--- config.mk ---
export PLATFORM = sky130hd
export DESIGN_NAME = circular_prime_test_core
export DESIGN_NICKNAME = d
export VERILOG_FILES = /design/src/design/cpt_pkg.sv /design/src/design/circular_prime_test_core.sv
export SDC_FILE = /design/constraint.sdc
export NUM_CORES = 1
export LEC_CHECK = 0
export ABC_CLOCK_PERIOD_IN_PS = 11500
export BUFFER_PORTS_ARGS = -buffer_cell sky130_fd_sc_hd__buf_2
export CORE_MARGIN = 2
export CORE_UTILIZATION = 44
export DETAILED_ROUTE_END_ITERATION = 7
export GPL_ROUTABILITY_DRIVEN = 0
export GPL_TIMING_DRIVEN = 0
export PLACE_DENSITY = 0.64
export SETUP_SLACK_MARGIN = 0.15
export SKIP_CTS_REPAIR_TIMING = 1
export SLEW_MARGIN = 40
export SYNTH_ARGS = -nofsm -noshare
export SYNTH_HDL_FRONTEND = slang
export SYNTH_SLANG_ARGS = --single-unit
export TNS_END_PERCENT = 50
--- constraint.sdc ---
create_clock -name i_clk -period 11.5 [get_ports i_clk]
set_clock_uncertainty 0.2 [all_clocks]
set_input_delay 1.15 -clock i_clk [delete_from_list [all_inputs] [get_ports i_clk]]
set_output_delay 1.15 -clock i_clk [all_outputs]
set_load 0.02 [all_outputs]
--- src/design/cpt_pkg.sv ---
// package for the circular prime tester: microcode layout, program and width helpers
`timescale 1ns / 1ps
`default_nettype none

package cpt_pkg;

    localparam int IN_BITS = 20;
    localparam int PC_W    = 5;
    localparam int OP_W    = 4;
    localparam int COND_W  = 4;

    // micro-operations
    localparam logic [OP_W-1:0] OP_WAIT   = 4'd0;
    localparam logic [OP_W-1:0] OP_NOP    = 4'd1;
    localparam logic [OP_W-1:0] OP_DIVT   = 4'd2;
    localparam logic [OP_W-1:0] OP_SINIT  = 4'd3;
    localparam logic [OP_W-1:0] OP_SMUL   = 4'd4;
    localparam logic [OP_W-1:0] OP_CINIT  = 4'd5;
    localparam logic [OP_W-1:0] OP_TINIT  = 4'd6;
    localparam logic [OP_W-1:0] OP_DIVD   = 4'd7;
    localparam logic [OP_W-1:0] OP_STEP   = 4'd8;
    localparam logic [OP_W-1:0] OP_ROTDIV = 4'd9;
    localparam logic [OP_W-1:0] OP_ROT    = 4'd10;
    localparam logic [OP_W-1:0] OP_PASS   = 4'd11;
    localparam logic [OP_W-1:0] OP_FAIL   = 4'd12;

    // jump conditions
    localparam logic [COND_W-1:0] C_NEVER  = 4'd0;
    localparam logic [COND_W-1:0] C_ALWAYS = 4'd1;
    localparam logic [COND_W-1:0] C_NOIN   = 4'd2;
    localparam logic [COND_W-1:0] C_TMPZ   = 4'd3;
    localparam logic [COND_W-1:0] C_CNTLE1 = 4'd4;
    localparam logic [COND_W-1:0] C_LT2    = 4'd5;
    localparam logic [COND_W-1:0] C_SQGT   = 4'd6;
    localparam logic [COND_W-1:0] C_REMZ   = 4'd7;
    localparam logic [COND_W-1:0] C_CNTZ   = 4'd8;

    // program addresses
    localparam logic [PC_W-1:0] A_WAIT   = 5'd0;
    localparam logic [PC_W-1:0] A_DCHK   = 5'd1;
    localparam logic [PC_W-1:0] A_DIVT   = 5'd2;
    localparam logic [PC_W-1:0] A_SINIT  = 5'd3;
    localparam logic [PC_W-1:0] A_SCHK   = 5'd4;
    localparam logic [PC_W-1:0] A_SMUL   = 5'd5;
    localparam logic [PC_W-1:0] A_CINIT  = 5'd6;
    localparam logic [PC_W-1:0] A_TINIT  = 5'd7;
    localparam logic [PC_W-1:0] A_SQCHK  = 5'd8;
    localparam logic [PC_W-1:0] A_DIVD   = 5'd9;
    localparam logic [PC_W-1:0] A_REMCHK = 5'd10;
    localparam logic [PC_W-1:0] A_STEP   = 5'd11;
    localparam logic [PC_W-1:0] A_CNTCHK = 5'd12;
    localparam logic [PC_W-1:0] A_ROTDIV = 5'd13;
    localparam logic [PC_W-1:0] A_ROT    = 5'd14;
    localparam logic [PC_W-1:0] A_PASS   = 5'd15;
    localparam logic [PC_W-1:0] A_FAIL   = 5'd16;

    typedef struct packed {
        logic [OP_W-1:0]   op;
        logic [COND_W-1:0] cond;
        logic [PC_W-1:0]   target;
    } t_uword;

    function automatic t_uword f_ucode(input logic [PC_W-1:0] pc);
        t_uword w;
        unique case (pc)
            A_WAIT:   w = '{op: OP_WAIT,   cond: C_NOIN,   target: A_WAIT};
            A_DCHK:   w = '{op: OP_NOP,    cond: C_TMPZ,   target: A_SINIT};
            A_DIVT:   w = '{op: OP_DIVT,   cond: C_ALWAYS, target: A_DCHK};
            A_SINIT:  w = '{op: OP_SINIT,  cond: C_NEVER,  target: A_WAIT};
            A_SCHK:   w = '{op: OP_NOP,    cond: C_CNTLE1, target: A_CINIT};
            A_SMUL:   w = '{op: OP_SMUL,   cond: C_ALWAYS, target: A_SCHK};
            A_CINIT:  w = '{op: OP_CINIT,  cond: C_NEVER,  target: A_WAIT};
            A_TINIT:  w = '{op: OP_TINIT,  cond: C_LT2,    target: A_FAIL};
            A_SQCHK:  w = '{op: OP_NOP,    cond: C_SQGT,   target: A_CNTCHK};
            A_DIVD:   w = '{op: OP_DIVD,   cond: C_NEVER,  target: A_WAIT};
            A_REMCHK: w = '{op: OP_NOP,    cond: C_REMZ,   target: A_FAIL};
            A_STEP:   w = '{op: OP_STEP,   cond: C_ALWAYS, target: A_SQCHK};
            A_CNTCHK: w = '{op: OP_NOP,    cond: C_CNTZ,   target: A_PASS};
            A_ROTDIV: w = '{op: OP_ROTDIV, cond: C_NEVER,  target: A_WAIT};
            A_ROT:    w = '{op: OP_ROT,    cond: C_ALWAYS, target: A_TINIT};
            A_PASS:   w = '{op: OP_PASS,   cond: C_ALWAYS, target: A_WAIT};
            A_FAIL:   w = '{op: OP_FAIL,   cond: C_ALWAYS, target: A_WAIT};
            default:  w = '{op: OP_NOP,    cond: C_ALWAYS, target: A_WAIT};
        endcase
        return w;
    endfunction

    // decimal digits of the largest value that fits in the given bits
    function automatic int f_digits(input int bits);
        logic [63:0] v;
        int          k;
        v = (64'd1 << bits) - 64'd1;
        k = 0;
        while (v != 64'd0) begin
            k = k + 1;
            v = v / 64'd10;
        end
        return k;
    endfunction

    // bits needed for any value of the given number of digits
    function automatic int f_work_bits(input int digits);
        logic [63:0] p;
        p = 64'd1;
        for (int i = 0; i < digits; i++) begin
            p = p * 64'd10;
        end
        return $clog2(p);
    endfunction

endpackage

`default_nettype wire

--- src/design/circular_prime_test_core.sv ---
// circular prime tester: microcoded sequencer over a shared shift-subtract divider
//
//  channel  dir  fields (tdata, low bit up)         accept
//  s        in   number[19:0], 4'b0                 i_s_tvalid & o_s_tready
//  m        out  is_circular_prime[0], 7'b0         o_m_tvalid & i_m_tready
//
// every division is done bit by bit in the one divider, over W bits (W = 24 at the default width)
// an item runs (k+1) prime tests, k digits, each with about sqrt(v) trial divisors
// up to eight full tests for seven-digit values; composites leave early
// a new item is taken only at the wait step; a waiting result does not block it
// synchronous active-low reset clears the step counter, divider and output flag
`timescale 1ns / 1ps
`default_nettype none

module circular_prime_test_core
    import cpt_pkg::*;
#(
    parameter int VALUE_BITS = 20
) (
    input  wire logic        i_clk,
    input  wire logic        i_rst_n,
    input  wire logic        i_s_tvalid,
    output logic             o_s_tready,
    input  wire logic [23:0] i_s_tdata,   // number[19:0], zero pad
    output logic             o_m_tvalid,
    input  wire logic        i_m_tready,
    output logic [7:0]       o_m_tdata    // is_circular_prime[0], zero pad
);

    localparam int EFF_BITS = (VALUE_BITS < IN_BITS) ? VALUE_BITS : IN_BITS;
    localparam int DIG      = f_digits(EFF_BITS);
    localparam int W        = f_work_bits(DIG);
    localparam int K_W      = $clog2(DIG + 1);
    localparam int BIT_W    = $clog2(W);
    localparam int SQ_W     = W + 2;
    localparam logic [IN_BITS-1:0] IN_MASK = IN_BITS'((64'd1 << EFF_BITS) - 64'd1);
    localparam logic [W-1:0]       TEN     = W'(10);

    logic [PC_W-1:0]  r_pc, n_pc;
    logic [W-1:0]     r_val, n_val;
    logic [W-1:0]     r_tmp, n_tmp;
    logic [K_W-1:0]   r_k, n_k;
    logic [K_W-1:0]   r_cnt, n_cnt;
    logic [W-1:0]     r_scale, n_scale;
    logic [W-1:0]     r_d, n_d;
    logic [SQ_W-1:0]  r_sq, n_sq;
    logic [W-1:0]     r_dq, n_dq;
    logic [W-1:0]     r_rem, n_rem;
    logic [W-1:0]     r_dor, n_dor;
    logic [BIT_W-1:0] r_bit, n_bit;
    logic             r_busy, n_busy;
    logic             r_out_valid, n_out_valid;
    logic             r_out_bit, n_out_bit;

    t_uword           uw;
    logic             s_acc;
    logic             m_acc;
    logic             div_op;
    logic             div_done;
    logic [W:0]       div_t;
    logic             div_ge;
    logic [W-1:0]     div_rem_n;
    logic [W-1:0]     div_dq_n;
    logic [W+3:0]     rot_sum;
    logic             cond_hit;
    logic             stall;
    logic             res_op;

    assign uw         = f_ucode(r_pc);
    assign o_s_tready = (r_pc == A_WAIT);
    assign s_acc      = i_s_tvalid && o_s_tready;
    assign o_m_tvalid = r_out_valid;
    assign o_m_tdata  = {7'b0, r_out_bit};
    assign m_acc      = r_out_valid && i_m_tready;

    // one restoring step of the divider
    assign div_t     = {r_rem, r_dq[W-1]};
    assign div_ge    = (div_t >= {1'b0, r_dor});
    assign div_rem_n = div_ge ? W'(div_t - {1'b0, r_dor}) : div_t[W-1:0];
    assign div_dq_n  = {r_dq[W-2:0], div_ge};
    assign div_op    = (uw.op == OP_DIVT) || (uw.op == OP_DIVD) || (uw.op == OP_ROTDIV);
    assign div_done  = r_busy && (r_bit == BIT_W'(W - 1));

    // rotation: last digit times 10^(k-1) plus the quotient
    assign rot_sum = (W+4)'(r_rem[3:0]) * (W+4)'(r_scale) + (W+4)'(r_dq);

    assign res_op = (uw.op == OP_PASS) || (uw.op == OP_FAIL);
    assign stall  = (div_op && !div_done) || (res_op && r_out_valid && !i_m_tready);

    always_comb begin
        unique case (uw.cond)
            C_NEVER:  cond_hit = 1'b0;
            C_ALWAYS: cond_hit = 1'b1;
            C_NOIN:   cond_hit = !s_acc;
            C_TMPZ:   cond_hit = (r_tmp == '0);
            C_CNTLE1: cond_hit = (r_cnt <= K_W'(1));
            C_LT2:    cond_hit = (r_val < W'(2));
            C_SQGT:   cond_hit = (r_sq > SQ_W'(r_val));
            C_REMZ:   cond_hit = (r_rem == '0);
            C_CNTZ:   cond_hit = (r_cnt == '0);
            default:  cond_hit = 1'b0;
        endcase
    end

    always_comb begin
        n_pc        = r_pc;
        n_val       = r_val;
        n_tmp       = r_tmp;
        n_k         = r_k;
        n_cnt       = r_cnt;
        n_scale     = r_scale;
        n_d         = r_d;
        n_sq        = r_sq;
        n_dq        = r_dq;
        n_rem       = r_rem;
        n_dor       = r_dor;
        n_bit       = r_bit;
        n_busy      = r_busy;
        n_out_valid = m_acc ? 1'b0 : r_out_valid;
        n_out_bit   = r_out_bit;

        if (!stall) begin
            n_pc = cond_hit ? uw.target : r_pc + PC_W'(1);
        end

        if (div_op) begin
            if (!r_busy) begin
                n_busy = 1'b1;
                n_bit  = '0;
                n_rem  = '0;
                n_dq   = (uw.op == OP_DIVT) ? r_tmp : r_val;
                n_dor  = (uw.op == OP_DIVD) ? r_d : TEN;
            end else begin
                n_dq  = div_dq_n;
                n_rem = div_rem_n;
                n_bit = r_bit + BIT_W'(1);
                if (div_done) begin
                    n_busy = 1'b0;
                end
            end
        end

        unique case (uw.op)
            OP_WAIT: begin
                if (s_acc) begin
                    n_val = W'(i_s_tdata[IN_BITS-1:0] & IN_MASK);
                    n_tmp = W'(i_s_tdata[IN_BITS-1:0] & IN_MASK);
                    n_k   = '0;
                end
            end
            OP_DIVT: begin
                if (div_done) begin
                    n_tmp = div_dq_n;
                    n_k   = r_k + K_W'(1);
                end
            end
            OP_SINIT: begin
                n_scale = W'(1);
                n_cnt   = r_k;
            end
            OP_SMUL: begin
                n_scale = W'({r_scale, 3'b0} + {r_scale, 1'b0});
                n_cnt   = r_cnt - K_W'(1);
            end
            OP_CINIT: n_cnt = r_k;
            OP_TINIT: begin
                n_d  = W'(2);
                n_sq = SQ_W'(4);
            end
            OP_STEP: begin
                n_sq = r_sq + SQ_W'({r_d, 1'b1});
                n_d  = r_d + W'(1);
            end
            OP_ROT: begin
                n_val = rot_sum[W-1:0];
                n_cnt = r_cnt - K_W'(1);
            end
            OP_PASS, OP_FAIL: begin
                if (!stall) begin
                    n_out_valid = 1'b1;
                    n_out_bit   = (uw.op == OP_PASS);
                end
            end
            OP_NOP, OP_DIVD, OP_ROTDIV: ;
            default: ;
        endcase
    end

    always_ff @(posedge i_clk) begin
        if (!i_rst_n) begin
            r_pc        <= A_WAIT;
            r_busy      <= 1'b0;
            r_out_valid <= 1'b0;
        end else begin
            r_pc        <= n_pc;
            r_busy      <= n_busy;
            r_out_valid <= n_out_valid;
        end
        r_val     <= n_val;
        r_tmp     <= n_tmp;
        r_k       <= n_k;
        r_cnt     <= n_cnt;
        r_scale   <= n_scale;
        r_d       <= n_d;
        r_sq      <= n_sq;
        r_dq      <= n_dq;
        r_rem     <= n_rem;
        r_dor     <= n_dor;
        r_bit     <= n_bit;
        r_out_bit <= n_out_bit;
    end

    a_pc_range: assert property (@(posedge i_clk) disable iff (!i_rst_n)
        r_pc <= A_FAIL)
        else $error("step counter left the program");

    a_busy_in_div: assert property (@(posedge i_clk) disable iff (!i_rst_n)
        r_busy |-> div_op)
        else $error("divider busy outside a division step");

    a_accept_start: assert property (@(posedge i_clk) disable iff (!i_rst_n)
        s_acc |=> (r_pc == A_DCHK) && !r_busy)
        else $error("accepted item did not start digit count");

    a_result_slot: assert property (@(posedge i_clk) disable iff (!i_rst_n)
        (res_op && !stall) |-> (!r_out_valid || i_m_tready))
        else $error("result written over a waiting item");

    a_trial_divisor: assert property (@(posedge i_clk) disable iff (!i_rst_n)
        (r_pc == A_DIVD && !r_busy) |-> (r_d >= W'(2)))
        else $error("trial divisor below two");

endmodule

`default_nettype wire

=== Word-level counts from Yosys, hierarchy flattened ===
Memories as Yosys holds them, arrays and structs flattened. A register that Yosys moved wholly into a read port is not among the register bits.
Index checks and enable logic that the tools add are counted.

* Bits in registers: 213
* Bits in read-only memories: 416
* Bits of input ports: 28
* Output and inout bits: 10
* Logic and storage cells: 107
* Memories: 1

{| class="wikitable"
|+ Memories
! memory !! depth !! bits a word !! rd ports !! clocked after Yosys merged registers in !! write ports !! RTL line !! text
|-
| (no name shown) || 32 || 13 || 1 || 1 || 0 || cpt_pkg.sv:65 || <nowiki>unique case (pc)</nowiki>
|}

* Add/subtract/negate cells: 9
* Multiply operators: 1
* Magnitude comparators: 4
* Eq/ne operators: 22
* Multiplexer cells: 23
* Bitwise operators: 2
* Reduce and logical (&&, ||, !) cells: 30

{| class="wikitable"
|+ Operators by type and width
! operator !! number
|-
| one-hot mux 24 bit (2 select lines) || 4
|-
| 2-to-1 mux 24 bit || 5
|-
| one-hot mux 26 bit (2 select lines) || 1
|-
| adder 24 bit || 2
|-
| zero test 24 bit || 2
|-
| equality test 4 x 3 -> 1 bit, second input constant || 8
|-
| adder 26 x 25 -> 26 bit || 1
|-
| greater-than comparator 26 x 24 -> 1 bit || 1
|-
| greater-or-equal comparator 25 x 24 -> 1 bit || 1
|-
| adder 24 x 1 -> 24 bit, second input constant || 1
|-
| equality test 4 bit, second input constant || 6
|-
| less-than comparator 24 x 2 -> 1 bit, second input constant || 1
|-
| multiplier 4 x 24 -> 24 bit || 1
|-
| subtractor 24 bit || 1
|-
| equality test 4 x 2 -> 1 bit, second input constant || 4
|-
| 2-to-1 mux 5 bit || 3
|-
| one-hot mux 3 bit (2 select lines) || 2
|-
| adder 5 x 1 -> 5 bit, second input constant || 2
|-
| nonzero test 2 bit || 5
|-
| one-hot mux 1 bit (8 select lines) || 1
|-
| logical AND 1 bit || 6
|-
| 2-to-1 mux 3 bit || 2
|-
| AND reduction 2 bit || 3
|-
| OR reduction 2 bit || 3
|-
| 14 further kinds || 25
|}

=== Logic depth before layout (Yosys ltp) ===
* Depth after elaboration: 7
* Gate-level depth with buffers: 18
* Mapped depth without buffers: 17

=== Worst setup path after synthesis ===
Ideal clock, no wire load.

* Path kind: register -> register
* From: register r_rem[3]
* To: register r_val[21] (data pin)
* Library setup time: 266 ps
* Arrival: 4,660 ps
* Data required time: 11,034 ps
* Path slack: 6,374 ps
* Cell stages (with the launch flop): 18
* Path buffers: 1
* Period minus slack after synthesis: 5,126 ps
* Cells stage by stage: edfxtp_1 > clkbuf_1 > nand2_1 > fa_1 > fa_1 > fa_1 > inv_1 > ha_1 > a21o_1 > a21o_1 > a21o_1 > a31o_2 > o41ai_1 > o31ai_1 > or2_2 > a31oi_1 > xor2_1 > nor2_1

* Word-level cells in the longest chain between the ends: 3

{| class="wikitable"
|+ Ends and longest elaborated chain
! what !! RTL line !! text
|-
| start, declared || circular_prime_test_core.sv:48 || <nowiki>logic [W-1:0] r_rem, n_rem;</nowiki>
|-
| start signal, assigned || circular_prime_test_core.sv:207 || <nowiki>r_rem <= n_rem;</nowiki>
|-
| multiplier 4 x 24 -> 24 bit || circular_prime_test_core.sv:85 || <nowiki>assign rot_sum = (W+4)'(r_rem[3:0]) * (W+4)'(r_scale) + (W+4)'(r_dq);</nowiki>
|-
| adder 24 bit || circular_prime_test_core.sv:85 ||
|-
| one-hot mux 24 bit (2 select lines) || circular_prime_test_core.sv:143 || <nowiki>unique case (uw.op)</nowiki>
|-
| end signal, assigned || circular_prime_test_core.sv:199 || <nowiki>r_val <= n_val;</nowiki>
|-
| end, declared || circular_prime_test_core.sv:40 || <nowiki>logic [W-1:0] r_val, n_val;</nowiki>
|}

No other way between the ends.
A chain may end at the register's enable or synchronous reset.

=== Worst setup path in the final report ===
Ends and elaborated chain as after synthesis.

==> qor.csv <==
stage,metric,value,unit
outcome,run status,"finished, final reports clean",
synthesis,proportion of register bits with asynchronous set or reset after synthesis,0,
sta,final setup margin,5.43,ns
cells_and_area,final standard cell utilization of the core,0.495,
setup_path,sequence of cells on the critical path,clkbuf_1 > nand2_1 > fa_1 > fa_1 > fa_1 > inv_1 > ha_1 > a21o_1 > a21o_1 > a21o_1 > a31o_2 > o41ai_1 > o31ai_1 > or2_2 > a31oi_1 > xor2_1 > nor2_1,
floorplanning,Die W,201,um
synthesis,proportion of synthesized chip area in sequential cells,0.386,
floorplanning,initial core utilization,0.444,
route,per-cell via count in the routed design,5.51,
cts,cts bufs inserted,26,
synthesis,combinational family with the most area after synthesis,simple AND/OR/NAND/NOR gates,
setup_path,endpoint arrival time on the critical path,6.16,ns
synthesis,cell with the most instances after synthesis,edfxtp_1,
place,Cell Count Post-Placement,2328,
grt,first-pass GRT wire length,68800,um
route,average wire per cell in the routed design,17.8,um
cells_and_area,fraction of final layout cells sized beyond drive strength 1,0.0716,
cells_and_area,combined area of the multi-input logic cells,9690,um^2
setup_path,dominant delay contributor by cell family on the critical path,adder cells,
route,residual antenna-violating net count after detailed routing,0,
cells_and_area,sequential cell area,6590,um^2
setup_path,endpoint class of the critical path,flip-flop,
synthesis,Cell variety after synth,80,
sta,Max Fclk,0.165,GHz
min_path,number of stages on the worst hold path,2,
cts,buffer levels on the longest clock path,3,
route,total DRC errors in the routed layout,0,
sta,share of the clock period used by the worst path,0.528,
place,post-detail-place hpwl,33600,um
cells_and_area,number of non-filler instances in the completed layout,2376,
sta,relative max-transition margin,0.465,
floorplanning,Die Span Y,201,um
setup_path,length in cells of the worst reg-to-reg path,17,
setup_path,"Worst Path Class, Setup",reg2reg,
synthesis,"area fraction in and, or, nand and nor cells after synthesis",0.186,
cts,clock transition time at the flip-flop clock pins of the worst setup and hold paths,0.06,ns
cts,library cell used as clock root buffer,clkbuf_16,
route,number of vias after detailed routing,13100,
synthesis,complex-gate fraction of the synthesized area,0.116,
sta,total count of max-transition violations in the final report,0,
setup_path,critical path startpoint category,flip-flop,
cts,clock tree from TritonCTS,built,
cts,TritonCTS Sinks,226,
synthesis,synthesized-area fraction occupied by xor and xnor cells,0.0539,
synthesis,most instantiated cells after synthesis,"206 x edfxtp_1, 202 x nand2_1, 160 x nor2_1",
floorplanning,total I/O pin count,38,
cts,latest clock arrival within the worst-skew pair,0.55,ns
synthesis,Post-Synthesis Mean Instance Area,9.65,um^2
place,# port buffers,25,
sta,hold violation total from the final report,0,
route,Routed Wire Length,42400,um
power,Switch Pwr,2.22,mW
power,Internal Power,2.87,mW
cts,depth of the CTS H-tree,1,
grt,antenna violations before repair,1,
power,share of total power consumed by net switching,0.436,
power,part of the power in the clock network,0.184,
synthesis,dominant register cell in the synthesized netlist,edfxtp_1,
cells_and_area,filler cell count,3568,
grt,GRT Residual Overflow,0,
setup_path,Critical Path Fanout Max,10,
synthesis,share of synthesized area spent on multiplexers,0.0333,
floorplanning,Die Footprint,40400,um^2
floorplanning,Placeable Area,38500,um^2
run,total of max-cap violations,0,
cells_and_area,diodes inserted,0,
power,power share of the sequential group,0.256,
sta,unrepaired setup endpoints after global routing,no,
synthesis,leading area contributor after synthesis,edfxtp_1,
min_path,HP Class,reg2reg,
setup_path,count of buffer and inverter cells on the critical path,2,
power,Peak VDD IR,0.186,mV
synthesis,count of flip-flops with a built-in enable after synthesis,206,
setup_path,CP required,11.59,ns
floorplanning,std cell rows,72,
sta,transition time at the pin with the least slew margin,0.803,ns
cells_and_area,number of nets at the end of the flow,2064,
synthesis,Mapped Area,17100,um^2
cells_and_area,growth of design area from synthesis to finish,11.6,%
sta,minimum period implied by the final worst setup slack,6.07,ns
route,DRC violation total after the first TritonRoute iteration,847,
setup_path,Max stage delay on crit path,0.56,ns
setup_path,number of cells on the critical path,17,
grt,largest net degree at the start of global routing,30,
power,leakage power figure,7.74,nW
grt,combined global-route utilization of all metal layers,0.213,
power,overall power of the completed layout,5.08,mW
synthesis,synthesized flop and latch total,226,
power,Cell Pwr Density,267,nW/um^2
synthesis,Synth Area in Adders,0.174,
synthesis,share of the synthesized area in the top cell type,0.363,
power,relative contribution of combinational cells to total power,0.560,
place,worst slack after detailed placement,5.53,ns
sta,final sum of negative setup slack,0,ns
synthesis,synthesized netlist cell count,1768,
synthesis,most area-consuming cells after synthesis,"edfxtp_1 36%, ha_1 9.8%, fa_1 7.6%",
setup_path,highest-delay cell along the critical path,fa_1,
synthesis,count of synthesis-stage warnings from yosys,0,
sta,# setup viols final,0,
grt,number of global-route vias before repair,12800,
route,number of detailed-routing iterations run before antenna repair,5,
-- flip-flops by register name, summed over array words and instances, names as in the netlist, 3 cells and up --
| name | cells |
|---|---|
| r_tmp | 24 |
| r_pc | 5 |
| r_dq | 24 |
| r_d | 24 |
| uw | 13 |
| r_rem | 24 |
| r_val | 24 |
| r_dor | 24 |
| r_bit | 5 |
| r_k | 3 |
| r_cnt | 3 |
| r_scale | 24 |
| r_sq | 26 |
-- cell families after synthesis --
kind of cell             count (synthesis)
AND/OR/NAND/NOR                        656
AO/OA/AOI/OAI                          312
flip-flops                             226
buffers and inverters                  214
adder cells (fa/ha/maj)                198
XOR/XNOR                               105
multiplexers                            56
other                                    1
-- path summary, 6_finish.rpt --
check                                             from                 endpoint  slack [ns]
worst min-delay path                 r_dq[7]$_DFFE_PN_        r_dq[8]$_DFFE_PN_        0.36
worst min register to register       r_dq[7]$_DFFE_PN_        r_dq[8]$_DFFE_PN_        0.36
worst max-delay path            r_rem[3]$_SDFFCE_PN0N_  r_val[21]$_SDFFCE_PN0P_        5.43
worst max register to register  r_rem[3]$_SDFFCE_PN0N_  r_val[21]$_SDFFCE_PN0P_        5.43
-- power by group through the flow --
stage	sequential [mW]	clock [mW]	combinational, mW
finish	1.30	0.935	2.85
global route	1.32	0.981	3.19
CTS	1.30	0.951	2.82
detailed placement	1.31	0	2.78
global placement	1.32	0	2.70
floorplan	1.24	0	2.10
-- final cells by class --
class	instances	share of cell area
Buffer	57	0.0140
Clock buffer	29	0.0359
Clock inverter	19	0.0147
Inverter	157	0.0311
Multi-Input combinational cell	1334	0.509
Sequential cell	226	0.346
Tap cell	518	0.0340
Timing Repair Buffer	36	0.0156
-- stage by stage --
stage	hold slack, ns	instance area [um^2]
global placement	0.345	17900
global route	0.383	19000
detailed placement	0.340	18100
floorplan	0.325	17100
CTS	0.356	19000
finish	0.360	19000
-- tightest hold or removal path, delay by kind of cell, from the launching register on --
family / cells / cell delay, ns
DFF: 1 / 0.34
AOI/OAI and AO/OA: 1 / 0.06
and+or+nand+nor: 1 / 0.05
-- per-layer routing --
layer,global-route usage,wire length (um)
met5,0,13
met4,0.0796,1630
met3,0.0320,2490
met2,0.346,19200
met1,0.289,19100
-- layout by cell type (no fill, tap or decap), drive strengths merged, types with 11 or more instances in the layout --
master,Yosys,routed
buf,17,53
fa,65,65
a21oi,85,85
clkbuf,40,69
a211oi,13,13
xnor2,48,48
a21o,31,31
nand3,47,47
dfxtp,20,20
nand2b,16,16
mux2i,50,50
a31oi,11,11
o21ai,97,97
and3,14,14
ha,133,133
and2,75,75
edfxtp,206,206
nand2,205,205
nor4,21,21
nor2b,16,16
nor3,43,43
or3,12,12
nand4,18,18
xor2,57,57
inv,156,156
nor2,161,161
No activity file was read; power rests on OpenSTA's default activity.
